File: src/rtl/core/gdmc_pkg.sv
// ----------------------------------------------------------------------------
// Gate door motion controller package
// Shared types, codes and timing constants for the door controller.
// ----------------------------------------------------------------------------
package gdmc_pkg;

  localparam int unsigned TICKS_PER_SECOND = 1000;

  localparam int unsigned TIME_W    = 13;
  localparam int unsigned OPEN_EL_W = 17;
  localparam int unsigned LIMIT_W   = 9;
  localparam int unsigned AUTO_W    = 7;
  localparam int unsigned DRIVE_W   = 8;

  localparam int unsigned IN_DATA_W  = 16;
  localparam int unsigned OUT_DATA_W = 16;
  localparam int unsigned CFG_IDX_W  = 3;
  localparam int unsigned CFG_DATA_W = 13;

  localparam logic [TIME_W-1:0]    TIME_MAX    = {TIME_W{1'b1}};
  localparam logic [OPEN_EL_W-1:0] OPEN_EL_MAX = {OPEN_EL_W{1'b1}};

  localparam logic signed [DRIVE_W-1:0] DRIVE_STOP  = 8'sd0;
  localparam logic signed [DRIVE_W-1:0] DRIVE_OPEN  = 8'sd80;
  localparam logic signed [DRIVE_W-1:0] DRIVE_CLOSE = -8'sd80;
  localparam logic signed [DRIVE_W-1:0] DRIVE_BACK  = -8'sd60;

  // Request opcodes.
  typedef enum logic [2:0] {
    OP_TICK     = 3'd0,
    OP_OPEN     = 3'd1,
    OP_CLOSE    = 3'd2,
    OP_STOP     = 3'd3,
    OP_CLEAR    = 3'd4,
    OP_DISTANCE = 3'd5
  } op_t;

  // Configuration register indexes.
  typedef enum logic [CFG_IDX_W-1:0] {
    REG_OPEN_TRAVEL  = 3'd0,
    REG_CLOSE_TRAVEL = 3'd1,
    REG_RETREAT      = 3'd2,
    REG_OBST_LIMIT   = 3'd3,
    REG_AUTO_CLOSE   = 3'd4
  } reg_idx_t;

  // Door state machine, one-hot.
  typedef enum logic [5:0] {
    GATE_CLOSED  = 6'b000001,
    GATE_OPENING = 6'b000010,
    GATE_OPEN    = 6'b000100,
    GATE_CLOSING = 6'b001000,
    GATE_BLOCKED = 6'b010000,
    GATE_FAULT   = 6'b100000
  } door_mode_t;

  // Reported door state codes.
  localparam logic [2:0] STATE_CLOSED  = 3'd0;
  localparam logic [2:0] STATE_OPENING = 3'd1;
  localparam logic [2:0] STATE_OPEN    = 3'd2;
  localparam logic [2:0] STATE_CLOSING = 3'd3;
  localparam logic [2:0] STATE_BLOCKED = 3'd4;
  localparam logic [2:0] STATE_FAULT   = 3'd5;

  // Event codes.
  localparam logic [1:0] EVT_NONE       = 2'd0;
  localparam logic [1:0] EVT_OBSTACLE   = 2'd1;
  localparam logic [1:0] EVT_AUTO_CLOSE = 2'd2;

  function automatic logic [2:0] state_code(door_mode_t mode);
    logic [2:0] code;
    unique case (mode)
      GATE_CLOSED:  code = STATE_CLOSED;
      GATE_OPENING: code = STATE_OPENING;
      GATE_OPEN:    code = STATE_OPEN;
      GATE_CLOSING: code = STATE_CLOSING;
      GATE_BLOCKED: code = STATE_BLOCKED;
      GATE_FAULT:   code = STATE_FAULT;
      default:      code = STATE_CLOSED;
    endcase
    return code;
  endfunction

endpackage

File: src/rtl/core/gate_door_motion_controller_unit.sv
// Results: each result is registered into the output buffer when its request is taken.
// Throughput: one request per cycle while the skid is empty; the door state update is a single
// compare-and-update stage; a two-entry output buffer takes one more request on a stall.
// Reset: synchronous, active high; door closed, motor stopped, all elapsed counters zero,
// configuration back to its defaults, output buffer empty.
// ----------------------------------------------------------------------------
// Gate door motion controller
// Timed open and close travel, obstacle retreat and auto-close, one event per request.
// ----------------------------------------------------------------------------
module gate_door_motion_controller_unit (
  input  logic                               clk,
  input  logic                               rst,
  // Configuration write channel.
  input  logic                               cfg_valid,
  output logic                               cfg_ready,
  input  logic [gdmc_pkg::CFG_IDX_W-1:0]     cfg_index,
  input  logic [gdmc_pkg::CFG_DATA_W-1:0]    cfg_data,
  // Event requests.
  input  logic                               s_axis_tvalid,
  output logic                               s_axis_tready,
  // tdata: range_mm [12:0], range_valid [13], zero fill [15:14]
  input  logic [gdmc_pkg::IN_DATA_W-1:0]     s_axis_tdata,
  // tuser: opcode [2:0]
  input  logic [2:0]                         s_axis_tuser,
  // Results.
  output logic                               m_axis_tvalid,
  input  logic                               m_axis_tready,
  // tdata: state [2:0], motor_drive [10:3], accepted [11], event_code [13:12],
  //        backing_off [14], zero fill [15]
  output logic [gdmc_pkg::OUT_DATA_W-1:0]    m_axis_tdata
);
  import gdmc_pkg::*;

  // Configuration registers.
  logic [TIME_W-1:0]    open_travel_ms;
  logic [TIME_W-1:0]    close_travel_ms;
  logic [TIME_W-1:0]    retreat_ms;
  logic [LIMIT_W-1:0]   obstacle_limit_mm;
  logic [AUTO_W-1:0]    auto_close_seconds;
  logic [OPEN_EL_W-1:0] auto_close_ticks;

  // Door state.
  door_mode_t               door_mode, door_mode_next;
  logic                     retreat_active, retreat_active_next;
  logic signed [DRIVE_W-1:0] drive_level, drive_level_next;
  logic [TIME_W-1:0]        travel_elapsed, travel_elapsed_next;
  logic [OPEN_EL_W-1:0]     open_elapsed, open_elapsed_next;
  logic [TIME_W-1:0]        retreat_elapsed, retreat_elapsed_next;

  logic                     accepted;
  logic [1:0]               event_code;

  logic [TIME_W-1:0]        travel_inc;
  logic [TIME_W-1:0]        retreat_inc;
  logic [OPEN_EL_W-1:0]     open_inc;

  logic [TIME_W-1:0]        range_mm;
  logic                     range_valid;
  logic                     refused;
  logic                     in_fire;
  logic [OUT_DATA_W-1:0]    result;

  // Output buffer: main register plus skid entry.
  logic                     out_valid;
  logic [OUT_DATA_W-1:0]    out_data;
  logic                     skid_valid;
  logic [OUT_DATA_W-1:0]    skid_data;

  assign cfg_ready     = 1'b1;
  assign s_axis_tready = !skid_valid;
  assign in_fire       = s_axis_tvalid && s_axis_tready;
  assign m_axis_tvalid = out_valid;
  assign m_axis_tdata  = out_data;

  assign range_mm    = s_axis_tdata[TIME_W-1:0];
  assign range_valid = s_axis_tdata[TIME_W];

  assign travel_inc  = (travel_elapsed == TIME_MAX) ? TIME_MAX : travel_elapsed + 1'b1;
  assign retreat_inc = (retreat_elapsed == TIME_MAX) ? TIME_MAX : retreat_elapsed + 1'b1;
  assign open_inc    = (open_elapsed == OPEN_EL_MAX) ? OPEN_EL_MAX : open_elapsed + 1'b1;

  assign refused = (door_mode == GATE_BLOCKED) || (door_mode == GATE_FAULT);

  always_ff @(posedge clk) begin
    if (rst) begin
      open_travel_ms     <= TIME_W'(1500);
      close_travel_ms    <= TIME_W'(1500);
      retreat_ms         <= TIME_W'(800);
      obstacle_limit_mm  <= LIMIT_W'(80);
      auto_close_seconds <= AUTO_W'(30);
      auto_close_ticks   <= OPEN_EL_W'(30 * TICKS_PER_SECOND);
    end else if (cfg_valid && cfg_ready) begin
      unique case (cfg_index)
        REG_OPEN_TRAVEL:  open_travel_ms    <= cfg_data[TIME_W-1:0];
        REG_CLOSE_TRAVEL: close_travel_ms   <= cfg_data[TIME_W-1:0];
        REG_RETREAT:      retreat_ms        <= cfg_data[TIME_W-1:0];
        REG_OBST_LIMIT:   obstacle_limit_mm <= cfg_data[LIMIT_W-1:0];
        REG_AUTO_CLOSE: begin
          auto_close_seconds <= cfg_data[AUTO_W-1:0];
          // The auto-close limit in ticks is kept ready so the tick path only compares.
          auto_close_ticks   <= OPEN_EL_W'(cfg_data[AUTO_W-1:0] * TICKS_PER_SECOND);
        end
        default: ;
      endcase
    end
  end

  always_comb begin
    door_mode_next       = door_mode;
    retreat_active_next  = retreat_active;
    drive_level_next     = drive_level;
    travel_elapsed_next  = travel_elapsed;
    open_elapsed_next    = open_elapsed;
    retreat_elapsed_next = retreat_elapsed;
    accepted             = 1'b1;
    event_code           = EVT_NONE;

    unique case (s_axis_tuser)
      OP_TICK: begin
        if ((door_mode == GATE_BLOCKED) && retreat_active) begin
          retreat_elapsed_next = retreat_inc;
          if (retreat_inc >= retreat_ms) begin
            retreat_active_next = 1'b0;
            drive_level_next    = DRIVE_STOP;
          end
        end else if (door_mode == GATE_OPENING) begin
          travel_elapsed_next = travel_inc;
          if (travel_inc >= open_travel_ms) begin
            drive_level_next  = DRIVE_STOP;
            door_mode_next    = GATE_OPEN;
            open_elapsed_next = '0;
          end
        end else if (door_mode == GATE_CLOSING) begin
          travel_elapsed_next = travel_inc;
          if (travel_inc >= close_travel_ms) begin
            drive_level_next  = DRIVE_STOP;
            door_mode_next    = GATE_CLOSED;
            open_elapsed_next = '0;
          end
        end else if (door_mode == GATE_OPEN) begin
          open_elapsed_next = open_inc;
          if ((auto_close_seconds != '0) && (open_inc >= auto_close_ticks)) begin
            retreat_active_next = 1'b0;
            door_mode_next      = GATE_CLOSING;
            travel_elapsed_next = '0;
            open_elapsed_next   = '0;
            drive_level_next    = DRIVE_CLOSE;
            event_code          = EVT_AUTO_CLOSE;
          end
        end
      end
      OP_OPEN: begin
        if (refused) begin
          accepted = 1'b0;
        end else if ((door_mode != GATE_OPEN) && (door_mode != GATE_OPENING)) begin
          retreat_active_next = 1'b0;
          door_mode_next      = GATE_OPENING;
          travel_elapsed_next = '0;
          drive_level_next    = DRIVE_OPEN;
        end
      end
      OP_CLOSE: begin
        if (refused) begin
          accepted = 1'b0;
        end else if ((door_mode != GATE_CLOSED) && (door_mode != GATE_CLOSING)) begin
          retreat_active_next = 1'b0;
          door_mode_next      = GATE_CLOSING;
          travel_elapsed_next = '0;
          open_elapsed_next   = '0;
          drive_level_next    = DRIVE_CLOSE;
        end
      end
      OP_STOP: begin
        // The retreat flag is left alone; the drive stops and an opening or closing door becomes open or closed.
        drive_level_next = DRIVE_STOP;
        if (door_mode == GATE_OPENING) begin
          door_mode_next    = GATE_OPEN;
          open_elapsed_next = '0;
        end else if (door_mode == GATE_CLOSING) begin
          door_mode_next    = GATE_CLOSED;
          open_elapsed_next = '0;
        end
      end
      OP_CLEAR: begin
        drive_level_next    = DRIVE_STOP;
        retreat_active_next = 1'b0;
        door_mode_next      = GATE_CLOSED;
        open_elapsed_next   = '0;
      end
      OP_DISTANCE: begin
        if ((door_mode == GATE_OPENING) && range_valid &&
            (range_mm < {{(TIME_W-LIMIT_W){1'b0}}, obstacle_limit_mm})) begin
          door_mode_next       = GATE_BLOCKED;
          retreat_active_next  = 1'b1;
          retreat_elapsed_next = '0;
          open_elapsed_next    = '0;
          drive_level_next     = DRIVE_BACK;
          event_code           = EVT_OBSTACLE;
        end
      end
      default: ;
    endcase
  end

  assign result = {1'b0, retreat_active_next, event_code, accepted, drive_level_next,
                   state_code(door_mode_next)};

  always_ff @(posedge clk) begin
    if (rst) begin
      door_mode       <= GATE_CLOSED;
      retreat_active  <= 1'b0;
      drive_level     <= DRIVE_STOP;
      travel_elapsed  <= '0;
      open_elapsed    <= '0;
      retreat_elapsed <= '0;
    end else if (in_fire) begin
      door_mode       <= door_mode_next;
      retreat_active  <= retreat_active_next;
      drive_level     <= drive_level_next;
      travel_elapsed  <= travel_elapsed_next;
      open_elapsed    <= open_elapsed_next;
      retreat_elapsed <= retreat_elapsed_next;
    end
  end

  always_ff @(posedge clk) begin
    if (rst) begin
      out_valid  <= 1'b0;
      skid_valid <= 1'b0;
    end else if (!out_valid || m_axis_tready) begin
      // The main register is free this cycle: drain the skid entry first.
      if (skid_valid) begin
        out_valid  <= 1'b1;
        skid_valid <= 1'b0;
      end else begin
        out_valid  <= in_fire;
      end
    end else if (in_fire) begin
      skid_valid <= 1'b1;
    end
  end

  always_ff @(posedge clk) begin
    if (!out_valid || m_axis_tready) begin
      if (skid_valid) begin
        out_data <= skid_data;
      end else if (in_fire) begin
        out_data <= result;
      end
    end else if (in_fire) begin
      skid_data <= result;
    end
  end

endmodule

File: config.mk
export PLATFORM = sky130hd
export DESIGN_NAME = gate_door_motion_controller_unit
export DESIGN_NICKNAME = d
export VERILOG_FILES = /design/src/rtl/core/gdmc_pkg.sv /design/src/rtl/core/gate_door_motion_controller_unit.sv
export SDC_FILE = /design/constraint.sdc
export NUM_CORES = 1
export LEC_CHECK = 0
export BUFFER_PORTS_ARGS = -buffer_cell sky130_fd_sc_hd__buf_2
export CORE_MARGIN = 3
export CORE_UTILIZATION = 45
export CTS_CLUSTER_DIAMETER = 30
export CTS_CLUSTER_SIZE = 10
export DETAILED_ROUTE_END_ITERATION = 8
export PLACE_DENSITY = 0.61
export SETUP_SLACK_MARGIN = 0.02
export SYNTH_ARGS = -nofsm -noshare
export SYNTH_HDL_FRONTEND = slang
export SYNTH_SLANG_ARGS = --single-unit
export TNS_END_PERCENT = 5
File: constraint.sdc
create_clock -name clk -period 6.1 [get_ports clk]
set_clock_uncertainty 0.1 [all_clocks]
set_input_delay 0.305 -clock clk [delete_from_list [all_inputs] [get_ports clk]]
set_output_delay 0.305 -clock clk [all_outputs]
set_load 0.01 [all_outputs]
* Yosys cells after proc, flatten, opt, wreduce, memory -nomap -nowiden *
Cells that the tools add are included.
W data, S select, Z words.

storage, ports and cells
  register bits after elaboration = 159
  latch bits = 0
  RAM bits = 0
  memory bits (read-only) = 0
  input port bits = 40
  output and inout bits = 19
  logic and storage cells = 178
  memories kept = 0

cells by class
  add/sub/neg operators = 3
  $mul = 1
  div/mod/pow operators = 0
  order comparisons = 5
  eq/ne operators = 38
  shifts and indexed selects = 0
  multiplexer cells = 83
  bitwise operators = 1
  reduce and logical (&&, ||, !) cells = 31

operators by type and width
  operator                 count
  $mux W17                 13
  $mux W13                 13
  $mux W8                  13
  $pmux W17 S5             1
  $mux W6                  14
  $pmux W8 S5              1
  $ge A13 B13 Y1           3
  $pmux W13 S3             1
  $pmux W6 S6              1
  $mux W15                 2
  $add A13 B1 Y13 const B  2
  $eq A13 B13 Y1 const B   2
  $pmux W13 S2             1
  $add A17 B1 Y17 const B  1
  $eq A17 B17 Y1 const B   1
  $ge A17 B17 Y1           1
  $mux W1                  15
  $pmux W3 S5              1
  $mul A7 B7 Y14 const B   1
  $ne A2 B2 Y1 const B     7
  $reduce_and A2 Y1        7
  $lt A13 B9 Y1            1
  $eq A3 B2 Y1 const B     4
  $eq A6 B2 Y1 const B     2
  28 further kinds         54

* Logic depth before layout (Yosys ltp) *
Gate-level depths: netlist of run 1.

  word-level depth = 14
  mapped depth = 20
  mapped depth without buffers = 17

* Least setup slack after synthesis of run 1 *
OpenSTA, ideal clock, no wires.

  path type = register to register
  start = reg open_elapsed[0]
  end = reg out_data[0], in the netlist m_axis_tdata[0] (data pin)
  setup time = 0.165 ns
  arrival time = 4.132 ns
  data required time = 5.835 ns
  setup slack = 1.703 ns
  stages on the path, launching flop included = 19
  buffers on the path = 2
  clock period less this slack = 4.397 ns
  path through = dfxtp_1 -> ha_1 -> nand2_1 -> nor3_1 -> and4_1 -> nand2_1 -> clkbuf_1 -> buf_1 -> nand2_1 -> ha_1 -> a21o_1 -> a21oi_1 -> o221ai_1 -> and2_1 -> o21ai_1 -> nor2_1 -> a221oi_2 -> mux2_2 -> o31ai_2

between the ends
  word-level cells in the longest chain between the ends = 14
  elaborated cells between the ends (all ways) = 19
  those cells by class = add/sub (1); order compare (1); eq/ne (6); mux (10); reduce/logical (1)

ends and longest elaborated chain
  item                                               RTL line                                 source
  start: declaration                                 gate_door_motion_controller_unit.sv:47   logic [OPEN_EL_W-1:0] open_elapsed, open_elapsed_next;
  start signal: assignment                           gate_door_motion_controller_unit.sv:221  open_elapsed <= open_elapsed_next;
  $add A17 B1 Y17 or $eq A17 B17 Y1 (tied branches)  gate_door_motion_controller_unit.sv:80   assign open_inc = (open_elapsed == OPEN_EL_MAX) ? OPEN_EL_MAX : open_elapsed + 1'b1;
  $mux W17 *                                         gate_door_motion_controller_unit.sv:80
  $ge A17 B17 Y1 *                                   gate_door_motion_controller_unit.sv:142  if ((auto_close_seconds != '0) && (open_inc >= auto_close_ticks)) begin
  $logic_and A1 B1 Y1 *                              gate_door_motion_controller_unit.sv:142
  $mux W6 *                                          gate_door_motion_controller_unit.sv:142
  $mux W6 *                                          gate_door_motion_controller_unit.sv:140  end else if (door_mode == GATE_OPEN) begin
  $mux W6 *                                          gate_door_motion_controller_unit.sv:133  end else if (door_mode == GATE_CLOSING) begin
  $mux W6 *                                          gate_door_motion_controller_unit.sv:126  end else if (door_mode == GATE_OPENING) begin
  $mux W6 *                                          gate_door_motion_controller_unit.sv:120  if ((door_mode == GATE_BLOCKED) && retreat_active) begin
  $pmux W6 S6 *                                      gate_door_motion_controller_unit.sv:118  unique case (s_axis_tuser)
  $eq A6 B6 Y1, or another cell as far along         gdmc_pkg.sv:72                           unique case (mode)
  $pmux W3 S5 *                                      gdmc_pkg.sv:72
  $mux W15 *                                         gate_door_motion_controller_unit.sv:247  end else if (in_fire) begin
  $mux W15 *                                         gate_door_motion_controller_unit.sv:245  if (skid_valid) begin
  end signal: assignment                             gate_door_motion_controller_unit.sv:246  out_data <= skid_data;
  end signal: assignment                             gate_door_motion_controller_unit.sv:248  out_data <= result;
  end: declaration                                   gate_door_motion_controller_unit.sv:65   logic [OUT_DATA_W-1:0] out_data;

Every way passes the cells marked *; elsewhere a longest branch is shown, timed or not. The select of a mux whose other input is x is not followed.
A chain may end at the register's enable or synchronous reset.

* Final worst setup path of run 1 *
Ends and elaborated chain as after synthesis.

==> out/qor.yml, run 1 <==
setup_tns_ps: 0
slowest_stage: "o21ai_1"
worstReg2RegStart: "open_elapsed[0]"
hold_path_end: "retreat_ms[12]"
layout_commonest_cell: "nand2_1"
synth.ff_latch_count: 157
clkTransAtPathRegs_ps: 70
ant_nets: 0
rrSetupSlack_ps: 1040
grt-ovfl-total: 0
final_nets: 1410
critPathMaxStageDelay_ps: 530
htree_levels: 4
cts_tree: "yes"
syn-cell-area_um2: 10300
hold_depth: 3
postCtsResizedCells: 0
firstDrtPassIters: 5
vias: 8575
die_x_um: 157
grt_pass1_wl_mm: 41.2
gp_congestion: 0.912
grt_pass1_vias: 7929
critPathRequiredTime_ps: 6250
cts_num_sinks: 157
maxClockFrequency_ghz: 0.198
cts_buffer_depth: 2
drc: 0
yosysSeqAreaShare_pct: 33.4
cp_data_arrival_time_ps: 5210
io_pins: 59
root_buffer: "clkbuf_16"
syn_to_final_growth_pct: 10.3
r2r-end: "m_axis_tdata[0]"
rows: 54
hold_viol_final: 0
synth_ff_type: "dfxtp_1"
wl_mm: 25.2
drv_cap: 0
syn_nets: 1388
drv_slew: 0
start_util_pct: 46.5
synth_edf_count: 30
post-place-cells: 1514
yosys.cell_types.count: 76
cp_num_buf_inv: 1
intPower_mw: 2.01
drive_above_1_share_pct: 10.3
fin_cells: 1546
core_area_um2: 22200
grt.total_usage_pct: 20.9
worst_hold_slack_ps: 49.3
min_period_ps: 5060
dpl_cell_area_um2: 10700
setup_violations: 0
cts_setup_buffers: 0
clk_latency_ps: 430
antenna_found_initial: 0
final_cell_mix: "nand2_1, dfxtp_1, a21oi_1, nor2_1, ha_1"
cp-start-kind: "flop"
port_buffers: 54
die-area_um2: 24800
status: "finished clean"
crit_top_cell: "nand2_1"
async_flop_share_pct: 0
power_frac_clock_pct: 41.1
p_seq_share_pct: 39.5
leakage_nw: 4.93
routedWlPerCell_um: 16.3
syn-instance-count: 1231
slew_headroom_pct: 21.1
critPathMaxFanout: 18
end_kind: "flop"
dp_hpwl_mm: 18.1
p_per_area_nw_per_um2: 246
r2r.worst_path.cells: 17
cts-hold-fix-buffers: 0
n_antenna_cell: 0
final_area_um2: 11400
swShare_pct: 28.1
first_iter_violations: 690
grt_max_degree: 52
fp.dieH_um: 157
hold_path_class: "input pin to flop"
path_cells: "ha_1 > nand2_1 > nor3_1 > and4_1 > nand2_1 > buf_4 > nand2_1 > ha_1 > o21ai_0 > a21oi_1 > o22ai_1 > o22ai_1 > o21ai_1 > nor2_1 > a221oi_2 > mux2_2 > o31ai_2"
min_from: "cfg_data[12]"
period_share_pct: 82.9
combPwrFrac_pct: 19.4
vias_per_cell: 5.55
crit_family: "compound AO/OA/AOI/OAI gates"
power_switching_uw: 786
cts_buffers: 17
yosys_warnings: 0
grt_setup_unrepaired: "no"
path_class: "flop to flop"
vdd_ir_drop_max_v: 0.000165
worst_slew_pin_slew_ps: 1180
avgSynthCellArea_um2: 8.37
==> how the worst max path moves through the flow <==
stage                         start              end  slack [ps]  cells after the start
floorplan           open_elapsed[0]  m_axis_tdata[0]        1700                     18
global placement    open_elapsed[0]  m_axis_tdata[0]        1200                     16
detailed placement  open_elapsed[0]  m_axis_tdata[0]        1140                     16
CTS                 open_elapsed[0]  m_axis_tdata[0]        1120                     16
global route        open_elapsed[0]  m_axis_tdata[0]         720                     17
finish              open_elapsed[0]  m_axis_tdata[0]        1040                     17
==> metrics by stage <==
stage	power, mW	setup slack (ps)	util [%]
after global placement	1.67	1200	48.4
after detailed placement	1.67	1140	48.4
after global routing	2.94	722	51.3
after CTS	2.83	1120	51.3
final	2.80	1040	51.3
after floorplan	1.54	1700	-
==> synth_stat cells, drive strengths merged, types with 6 or more instances <==
cell type | number | area share (%)
edfxtp | 30 | 8.7
ha | 99 | 12
o211ai | 29 | 2.1
a21o | 11 | 0.80
dfxtp | 127 | 25
nor2 | 108 | 3.9
or2 | 6 | 0.36
nand2b | 10 | 0.61
o31ai | 9 | 0.75
xor2 | 20 | 1.7
nand3 | 36 | 1.8
o21a | 7 | 0.51
nor3 | 20 | 0.97
a21oi | 113 | 5.6
a31oi | 10 | 0.61
nand4 | 14 | 0.85
and3 | 20 | 1.2
a31o | 6 | 0.51
mux2i | 32 | 3.1
buf | 15 | 0.90
mux2 | 8 | 0.87
nand2 | 174 | 6.4
fa | 18 | 3.5
o22ai | 8 | 0.62
xnor2 | 28 | 2.4
inv | 94 | 3.4
a211oi | 16 | 1.2
clkbuf | 45 | 1.6
and2 | 14 | 0.85
o21ai | 35 | 1.7
nor4 | 8 | 0.78
==> final cells by class <==
cell class	count	area (um2)
fill	2159	10800
multi-input combinational	920	6250
sequential	157	3440
clock buffer	21	482
inverter	94	353
tap	280	350
timing repair buffer	63	340
clock inverter	11	153
==> tightest hold or removal path, stage by stage <==
cell and delay (ps):
buf_2 120, nand2_1 50, a21oi_1 50
==> layer usage <==
metal / GRT usage (%) / share of wire, % / up-vias
met1: 29.6 / 50 / 4026
met4: 4.71 / 1.1 / 0
met2: 33.6 / 45 / 188
met3: 3.38 / 3.7 / 20
li1: - / - / 4341
met5: 0 / 0 / -
==> power groups by stage <==
stage | Clock, mW | Sequential, mW | Combinational (mW)
CTS | 1.17 | 1.10 | 0.551
global placement | 0 | 1.13 | 0.543
detailed placement | 0 | 1.13 | 0.545
floorplan | 0 | 1.12 | 0.420
global route | 1.21 | 1.11 | 0.625
finish | 1.15 | 1.10 | 0.544
==> sequential cells by signal, indices dropped and copies added (netlist names), 7 cells and up <==
register and flops:
retreat_elapsed 13, open_elapsed 17, retreat_ms 13, travel_elapsed 13, obstacle_limit_mm 9, auto_close_ticks 12, auto_close_seconds 7, drive_level 8
open_travel_ms 13, skid_data 15, m_axis_tdata 15, close_travel_ms 13
==> logic make-up (layout without fill, tap and decap cells) <==
group	Yosys count	in the layout	synth area share (%)
DFF	157	157	33.4
other	2	2	0.0729
adders and majority gates	117	117	15.5
buffers and inverters	154	189	5.96
and+or+nand+nor	440	440	20.1
xor gates and xnor gates	48	48	4.08
muxes	40	40	3.98
AOI/OAI and AO/OA	273	273	16.8
Power figures use the tool's default switching activity.
==> run 2: changes to the inputs <==
PLACE_DENSITY = 0.63   (was 0.61)
clock period = 4.4 ns   (was 6.1 ns; I/O delays follow)
==> run 2 against run 1 <==
Critical endpoint is now m_axis_tdata[6]. Clock power up 38%. Combinational power up 43%. Maximum frequency up 22%. Via count up 1.8%. Global-route usage up 0.081 points. Wire length up 0.77%. Count of clock-buffer cells in the layout down 4. Largest cell class unchanged.
==> out/qor.yml, run 2 (synthesized netlist as in run 1, its figures left out) <==
status: "finished clean"
crit_family: "simple AND/OR/NAND/NOR gates"
vias_per_cell: 5.50
setup_violations: 0
rows: 54
path_cells: "ha_1 > and3_1 > and3_1 > and3_1 > and3_1 > buf_4 > or2_2 > ha_1 > nand3_1 > nand2_1 > a21o_1 > a211oi_1 > o31ai_1 > buf_4 > inv_1 > a21oi_2 > o311ai_2 > a31o_2"
post-place-cells: 1552
vias: 8732
drv_slew: 0
syn_to_final_growth_pct: 14.2
fin_cells: 1589
worst_slew_pin_slew_ps: 1150
hold_path_class: "input pin to flop"
drc: 0
cp_num_buf_inv: 3
period_share_pct: 94.5
vdd_ir_drop_max_v: 0.000231
dp_hpwl_mm: 18.9
grt.total_usage_pct: 20.9
p_per_area_nw_per_um2: 331
antenna_found_initial: 0
final_nets: 1453
clkTransAtPathRegs_ps: 70
crit_top_cell: "and3_1"
fp.dieH_um: 157
die-area_um2: 24800
cts_buffer_depth: 2
cts_num_sinks: 157
grt_setup_unrepaired: "no"
end_kind: "flop"
path_class: "flop to flop"
routedWlPerCell_um: 16.0
first_iter_violations: 577
critPathMaxFanout: 7
regMostFlops: "open_elapsed"
leakage_nw: 5.16
grt-ovfl-total: 0
grt_pass1_vias: 8119
cp_data_arrival_time_ps: 4240
setup_tns_ps: 0
hold_viol_final: 0
critPathMaxStageDelay_ps: 350
slowest_stage: "ha_1"
start_util_pct: 46.5
clk_latency_ps: 430
die_x_um: 157
cts_buffers: 17
cts_tree: "yes"
gp_congestion: 0.910
maxClockFrequency_ghz: 0.241
htree_levels: 4
critPathRequiredTime_ps: 4490
grt_pass1_wl_mm: 41.7
grt_max_degree: 68
final_cell_mix: "nand2_1, dfxtp_1, nor2_1, a21oi_1, ha_1"
root_buffer: "clkbuf_16"
largest_reg_flops: 17
core_area_um2: 22200
layout_commonest_cell: "nand2_1"
wl_mm: 25.4
port_buffers: 54
drive_above_1_share_pct: 14.0
io_pins: 59
cp-start-kind: "flop"
drv_cap: 0
min_period_ps: 4160
slew_headroom_pct: 22.9
n_antenna_cell: 0
firstDrtPassIters: 5
ant_nets: 0
run 2: per-layer routing:
metal	part of all wire (%)	global-route usage, %	vias up
met2	46	33.9	176
met5	0	0	-
met3	3.5	3.00	23
met4	1.2	4.71	0
li1	-	-	4431
met1	50	29.8	4102
run 2: final timing paths:
kind                  startpoint                   to  slack [ps]  cells past startpoint
max reg2reg   retreat_elapsed[0]      m_axis_tdata[6]         240                     18
max           retreat_elapsed[0]      m_axis_tdata[6]         240                     18
min                  cfg_data[7]        retreat_ms[7]          20                      3
min reg2reg  auto_close_ticks[6]  auto_close_ticks[6]         350                      2
run 2: metrics by stage:
| stage | hold WS [ps] | area (um2) | worst slack, ps | util [%] | power (mW) |
|---|---|---|---|---|---|
| 2_1_floorplan | 244 | 10300 | 70.9 | - | 2.14 |
| 3_3_place_gp | 340 | 11000 | 83.8 | 49.8 | 2.33 |
| 3_5_place_dp | 348 | 11000 | 64.6 | 49.8 | 2.33 |
| 4_1_cts | 4.57 | 11700 | 43.2 | 52.9 | 3.93 |
| 5_1_grt | 21.9 | 11800 | 23.6 | 53.1 | 4.10 |
| 6_report | 18.6 | 11800 | 243 | 53.1 | 3.90 |
run 2: what timing repair did:
action | 4_1_cts | 5_1_grt
endpoints found under the hold margin | 11 | 0
hold buffers | 5 | 0
resized for setup | 0 | 19
buffers inserted | 0 | 0
endpoints found under the setup margin | 0 | 28
run 2: power by group:
| part | leakage (nW) | internal (mW) | switching (mW) |
|---|---|---|---|
| combinational | 3.54 | 0.333 | 0.446 |
| sequential | 1.31 | 1.51 | 0.0245 |
| clock | 0.307 | 0.918 | 0.672 |
| total | 5.16 | 2.76 | 1.14 |
run 2: area by class of cell:
type / instances / area, um2
Clock buffer: 17 / 425
Sequential cell: 157 / 3440
Clock inverter: 15 / 200
Timing Repair Buffer: 106 / 692
Inverter: 94 / 353
Multi-Input combinational cell: 920 / 6310
Fill cell: 2119 / 10400
Tap cell: 280 / 350
run 2: worst min-delay path, stage by stage:
cell and delay [ps]:
buf_2 150, nand2_1 70, a21oi_1 50
